### src/rtl/psc_pkg.sv
package psc_pkg;

  localparam int unsigned NumStats = 24;

  // Request codes
  localparam logic [3:0] ReqPacket   = 4'd0;
  localparam logic [3:0] ReqDrop     = 4'd1;
  localparam logic [3:0] ReqError    = 4'd2;
  localparam logic [3:0] ReqLatency  = 4'd3;
  localparam logic [3:0] ReqFilter   = 4'd4;
  localparam logic [3:0] ReqFill     = 4'd5;
  localparam logic [3:0] ReqSnapshot = 4'd6;
  localparam logic [3:0] ReqClear    = 4'd7;
  localparam logic [3:0] ReqStart    = 4'd8;

  // Datapath divider operand selects
  localparam logic [2:0] DivUptime  = 3'd0;
  localparam logic [2:0] DivElapsed = 3'd1;
  localparam logic [2:0] DivRxRate  = 3'd2;
  localparam logic [2:0] DivTxRate  = 3'd3;
  localparam logic [2:0] DivDropPct = 3'd4;
  localparam logic [2:0] DivAvgLat  = 3'd5;

  typedef struct packed {
    logic [3:0]  req_type;
    logic        inbound;
    logic [1:0]  iface_kind;
    logic [15:0] byte_count;
    logic [1:0]  decision_code;
    logic [31:0] duration_us;
    logic [6:0]  fill_percent;
    logic [62:0] now_time;
  } in_word_t;

  typedef struct packed {
    logic [4:0]  stat_index;
    logic [63:0] stat_value;
    logic        last;
  } out_word_t;

  // Controller to datapath
  typedef struct packed {
    logic       event_en;   // apply a counting event from the input word
    logic       capture;    // capture the time stamp of the snapshot input word
    logic       div_start;  // launch a division
    logic [2:0] div_sel;
    logic       commit;     // latch previous-snapshot values
    logic       emit;       // load the output register with stat_idx
    logic [4:0] stat_idx;
  } psc_cmd_t;

  // Datapath to controller
  typedef struct packed {
    logic div_done;
  } psc_sts_t;

endpackage

### src/rtl/psc_ctrl.sv
module psc_ctrl import psc_pkg::*; (
  input  logic      clk_i,
  input  logic      rst_ni,
  input  logic      in_valid_i,
  input  logic [3:0] req_type_i,
  output logic      in_stall_o,
  output logic      out_valid_o,
  input  logic      out_stall_i,
  input  psc_sts_t  sts_i,
  output psc_cmd_t  cmd_o
);

  localparam logic [1:0] StIdle = 2'd0;
  localparam logic [1:0] StDiv  = 2'd1;
  localparam logic [1:0] StEmit = 2'd2;

  logic [1:0] state_q, state_d;
  logic [2:0] sel_q, sel_d;
  logic [4:0] idx_q, idx_d;
  logic       ov_q, ov_d;
  logic       kick_q, kick_d;
  logic       acc;

  assign in_stall_o = (state_q != StIdle);
  assign acc = in_valid_i && !in_stall_o;

  always_comb begin
    state_d = state_q; sel_d = sel_q; idx_d = idx_q; ov_d = ov_q; kick_d = 1'b0;
    cmd_o = '0;
    cmd_o.div_sel  = sel_q;
    cmd_o.stat_idx = idx_q;
    if (ov_q && !out_stall_i) ov_d = 1'b0;
    unique case (state_q)
      StIdle: if (acc) begin
        if (req_type_i == ReqSnapshot) begin
          cmd_o.capture = 1'b1;
          sel_d = DivUptime;
          kick_d = 1'b1;
          state_d = StDiv;
        end else cmd_o.event_en = 1'b1;
      end
      StDiv: begin
        cmd_o.div_start = kick_q;
        if (sts_i.div_done) begin
          if (sel_q == DivAvgLat) begin
            idx_d = '0;
            state_d = StEmit;
          end else begin
            sel_d = sel_q + 3'd1;
            kick_d = 1'b1;
          end
        end
      end
      StEmit: if (!ov_q || !out_stall_i) begin
        cmd_o.emit = 1'b1;
        ov_d = 1'b1;
        if (idx_q == 5'(NumStats - 1)) begin
          cmd_o.commit = 1'b1;
          state_d = StIdle;
        end else idx_d = idx_q + 5'd1;
      end
      default: state_d = StIdle;
    endcase
  end

  always_ff @(posedge clk_i or negedge rst_ni) begin
    if (!rst_ni) begin
      state_q <= StIdle; sel_q <= '0; idx_q <= '0; ov_q <= 1'b0; kick_q <= 1'b0;
    end else begin
      state_q <= state_d; sel_q <= sel_d; idx_q <= idx_d; ov_q <= ov_d; kick_q <= kick_d;
    end
  end

  assign out_valid_o = ov_q;

endmodule
### config.mk
export PLATFORM = sky130hd
export DESIGN_NAME = psc_ctrl
export DESIGN_NICKNAME = d
export VERILOG_FILES = /design/src/rtl/psc_pkg.sv /design/src/rtl/psc_ctrl.sv
export SDC_FILE = /design/constraint.sdc
export NUM_CORES = 1
export LEC_CHECK = 0
export ABC_AREA = 1
export BUFFER_PORTS_ARGS = -buffer_cell sky130_fd_sc_hd__buf_2
export CAP_MARGIN = 10
export CORE_ASPECT_RATIO = 1.2
export CORE_MARGIN = 2
export CORE_UTILIZATION = 27
export CTS_BUF_LIST = sky130_fd_sc_hd__clkbuf_8
export DETAILED_ROUTE_END_ITERATION = 12
export PLACE_DENSITY = 0.48
export SYNTH_ARGS = -nofsm -noshare
export SYNTH_HDL_FRONTEND = slang
export SYNTH_SLANG_ARGS = --single-unit
export TNS_END_PERCENT = 20
### constraint.sdc
create_clock -name clk_i -period 1.8 [get_ports clk_i]
set_input_delay 0.27 -clock clk_i [delete_from_list [all_inputs] [get_ports clk_i]]
set_output_delay 0.27 -clock clk_i [all_outputs]
set_load 0.005 [all_outputs]
## Yosys cells after proc, flatten, opt, wreduce, memory -nomap -nowiden

Index checks and enable logic that the tools add are counted.
W data, S select, Z words.

| operators by class | value |
|---|---|
| reductions and logical operators | 13 |
| multiplexer cells | 32 |
| add/sub/neg operators | 2 |
| eq/ne operators | 13 |

Operator list:

| cell | count |
|---|---|
| $mux W2 | 10 |
| $mux W5 | 4 |
| $ne A2 B2 Y1 const B | 8 |
| $mux W3 | 4 |
| $mux W1 | 10 |
| $pmux W5 S2 | 1 |
| $reduce_and A5 Y1 | 2 |
| $pmux W2 S3 | 1 |
| $pmux W3 S2 | 1 |
| $reduce_and A6 Y1 | 1 |
| $reduce_bool A2 Y1 | 3 |
| $add A5 B1 Y5 const B | 1 |
| $eq A5 B5 Y1 const B | 1 |
| $eq A4 B3 Y1 const B | 1 |
| $add A3 B1 Y3 const B | 1 |
| $eq A3 B3 Y1 const B | 1 |
| $logic_not A1 Y1 | 3 |
| $eq A2 B1 Y1 const B | 1 |
| $eq A2 B2 Y1 const B | 1 |
| $logic_and A1 B1 Y1 | 2 |
| $logic_not A2 Y1 | 1 |
| $pmux W1 S2 | 1 |
| $logic_or A1 B1 Y1 | 1 |

| storage, ports and cells | value |
|---|---|
| input port bits | 9 |
| register bits after elaboration | 12 |
| output and inout bits | 15 |

## Logic depth before layout (Yosys ltp)

| logic depth | value |
|---|---|
| depth after elaboration | 5 |
| depth in mapped cells | 9 |
| depth with buffers taken out | 9 |

## Worst setup path after synthesis

Ideal clock, no wire load.

| timing | value |
|---|---|
| path type | reg2reg |
| start | register idx_q[0] |
| end | register idx_q[4] |
| data arrival time | 1170 ps |
| setup time | 117 ps |
| period minus slack after synthesis | 1287 ps |
| setup slack | 513 ps |
| stages on the path, launching flop included | 10 |
| buffers on the path | 0 |
| cells stage by stage | dfrtp_1 -> ha_1 -> nand2_1 -> inv_1 -> nand2_1 -> nand2_1 -> nand2_2 -> nand2_4 -> nand2_1 -> nand2_1 |

| on the way | value |
|---|---|
| cells in the longest elaborated chain, start to end | 4 |
| elaborated cells between the ends (all ways) | 7 |

Ends and longest elaborated chain:

| element | RTL line | RTL |
|---|---|---|
| start: declaration | psc_ctrl.sv:19 | `logic [4:0] idx_q, idx_d;` |
| start signal: assignment | psc_ctrl.sv:70 | `state_q <= state_d; sel_q <= sel_d; idx_q <= idx_d; ov_q <= ov_d; kick_q <= kick_d;` |
| $add A5 B1 Y5 | psc_ctrl.sv:60 | `end else idx_d = idx_q + 5'd1;` |
| $mux W5 | psc_ctrl.sv:57 | `if (idx_q == 5'(NumStats - 1)) begin` |
| $mux W5 | psc_ctrl.sv:54 | `StEmit: if (!ov_q \|\| !out_stall_i) begin` |
| $pmux W5 S2 | psc_ctrl.sv:33 | `unique case (state_q)` |

Several ways; a longest one is shown, not always the timed one. The select of a mux whose other input is x is not followed.
A chain may end at the register's enable or synchronous reset.

==> impl_summary.txt <==
----------------------------------------------------
[Setup path]
  Worst EP required ... about 1500 ps
  Crit start category ... flop
  Critical path endpoint category ... primary output
  Worst Path Max Fanout ... 6
  Worst endpoint data arrival time ... 1400 ps
  Critical path class ... flop to primary output

[Routing]
  Drc violations ... 0
  Final Routed Wirelength ... 1.533 mm
  Post-DRT Antenna Nets ... 0
  Detailed Route Iter0 Violations ... 7
  Final routed wire length divided by cell count ... 9.581 um
  Via count ... 675
  Avg Vias per Cell ... 4.219
  Length of the first detailed-routing pass in iterations ... 4

[Floorplanning]
  Die Footprint ... 3085 sq um
  Placeable Area ... 2527 sq um
  Number of placement rows ... 20
  Die W ... approximately 50 um
  Vertical extent of the die ... 60.45 um
  I/O pin total ... 24
  Initial core utilization ... 28.37%

[Power]
  Leakage component of the power ... 0.5435 nW
  Power Dens Cells ... roughly 1400 nW/um^2
  Worst VDD drop ... 0.6019 mV

[Clock network]
  TritonCTS clock tree ... yes
  # H-tree levels ... 1
  Clk sink count ... 12
  Clock edge transition at the registers on the reported setup and hold paths ... 60 ps
  Clock latency on the worst-skew pair ... between 200 and 250 ps
  Gates resized, CTS repair ... 0
  Number of clock buffers inserted by TritonCTS ... 3
  Root Buffer Master ... clkbuf_8
  Deepest clock path buffer count ... 2

[Synth]
  Synthesis warning total ... 0
  Post-synthesis cell area ... 716.9 sq um
  Ys flop type ... dfrtp_1
  Most frequent cell after synthesis ... nand2_1
  Number of enable-type register cells in the synthesized netlist ... 0
  Share of flip-flops with an asynchronous set or reset after synthesis ... 100.0%
  Register bit total from synthesis ... 12
  Net Count, Synth ... 111
  Post-synthesis instance total ... 99
  Yosys top cell by area ... dfrtp_1
  Sequential share of the synthesized area ... 41.88%
  Leading cell types by total area after synthesis ... dfrtp_1, nand2_1, inv_1, nand3_1, nor2_1
  Portion of synthesized cell area occupied by the leading cell type ... 41.88%
  Synth unique cells ... 18
  Most frequent cells after synthesis ... nand2_1, inv_1, dfrtp_1, nor2_1, nand3_1
  Post-synthesis average cell area ... 7.242 sq um

[STA]
  Max frequency ... 597.5 MHz
  # setup viols final ... 0
  Max-slew headroom ... 80.65%
  Final hold violation count ... 0
  Fin Clk Skew ... around 2.2 ps
  Post-route setup TNS ... 0 ps
  RSZ-0062 raised after global routing ... no
  Portion of the clock cycle consumed by the worst path in the final layout ... 92.98%
  Actual slew at the worst max-slew pin ... slightly below 300 ps
  Count of pins over their slew limit ... 0
  Final Critical Period ... ~1700 ps
  Tightest hold margin ... 265.9 ps

[Global route]
  Initial antenna violation count ... 0
  Number of global-route vias before repair ... ~620
  Global-route usage over all layers ... 11.15%
  Maximum number of pins on one net before global-route repair ... 13
  First-pass GRT wire length ... 2.601 mm
  Overall overflow remaining after global route ... 0

[Place]
  Quantity of I/O buffers inserted on ports ... 23
  Routability congestion estimate ... 0.8181
  Final HPWL from detailed placement ... 1.256 mm

[Min path]
  Type of the worst min-delay path ... primary input to flop

[Finish]
  Layout net count ... between 100 and 150
  Fill cell count ... 273
  Layout overhead on the synthesized area ... 30.89%
  Ant diodes ... 0
  Share of final-layout standard cells stronger than drive strength 1 ... 26.77%

[Job]
  Number of max-cap violations ... 0

[Run status]
  Run status ... finished clean

----------------------------------------------------
-- stage by stage --
step	setup slack, ps	cell area (sq um)	cells	total power [mW]	util, %
after floorplan	512.8	716.9	99	0.8251	-
after global placement	370.4	873.3	155	1.018	34.55
after detailed placement	361.9	873.3	155	1.026	34.55
after CTS	92.69	938.4	160	1.332	37.13
after global routing	5.756	938.4	160	1.440	37.13
final	126.3	938.4	160	1.299	37.13
-- power by group --
part           total (mW)  switching, mW  internal, mW  leakage (nW)
Combinational       0.555          0.331         0.223         0.354
Sequential          0.451         0.0920         0.359         0.160
Clock               0.293          0.100         0.193        0.0288
-- path summary, 6_finish.rpt --
| path | startpoint | to | slack [ps] | cells past startpoint |
|---|---|---|---|---|
| max | state_q[1] | cmd_o[11] | 130 | 4 |
| max reg2reg | idx_q[0] | idx_q[1] | 400 | 8 |
| max in group asynchronous | rst_ni | idx_q[1] | 1130 | 2 |
| min | out_stall_i | out_valid_o | 270 | 3 |
| min in group asynchronous | rst_ni | idx_q[4] | 440 | 2 |
| min reg2reg | out_valid_o | out_valid_o | 520 | 2 |
-- flip-flops by register name, summed over array words and instances (netlist names) --
| register | flops |
|---|---|
| idx_q | 5 |
| kick_q | 1 |
| out_valid_o | 1 |
| sel_q | 3 |
| state_q | 2 |
-- layer usage --
| layer | share of wire (%) | global-route usage, % | up-vias | wire length, um |
|---|---|---|---|---|
| met2 | 45 | 17.81 | 12 | 694 |
| li1 | - | - | 361 | - |
| met1 | 50 | 14.22 | 300 | 761 |
| met5 | 0 | 0 | - | 0 |
| met4 | 0.91 | 4.633 | 0 | 14 |
| met3 | 4.0 | 3.202 | 2 | 62 |
-- layout make-up --
type / count / area, sq um / share of cell area, %
clock buffers: 4 / 55.05 / 5.867
flip-flops and latches: 12 / 300.3 / 32.00
inverters: 15 / 56.30 / 6.000
multi-input cells: 72 / 360.3 / 38.40
well taps: 33 / 41.29 / 4.400
repair buffers: 24 / 125.1 / 13.33
-- placed cells by master (no fill, tap or decap) --
cell type,Yosys,layout
nand2_1,31,31
buf_2,0,23
inv_1,14,14
nor2_1,12,12
dfrtp_1,12,12
nand3_1,9,9
o21ai_0,4,4
clkbuf_8,0,4
ha_1,3,3
nand4_1,2,2
nor3_1,2,2
nand2_2,2,2
nor2_4,1,1
nand3_2,1,1
nor2_2,1,1
inv_2,1,1
nand2_4,1,1
xor2_1,1,1
xnor2_1,1,1
o21ai_1,1,1
dlygate4sd3_1,0,1
-- what timing repair did --
action	CTS	global route
endpoints found under the hold margin	12	0
hold buffers	1	0
buffers inserted	0	0
-- cells by family after synthesis --
kind of cell / synth area share [%]
xor gates and xnor gates: 2.444
and+or+nand+nor: 39.09
AOI/OAI and AO/OA: 3.490
adders and majority gates: 5.236
buffers and inverters: 7.853
DFF: 41.89
-- critical path, cell delays in order (launching register included) --
cell and delay, ps:
dfrtp_1 430, nor2_1 230, nand4_1 290, inv_1 110, buf_2 110
Power figures use the tool's default switching activity.
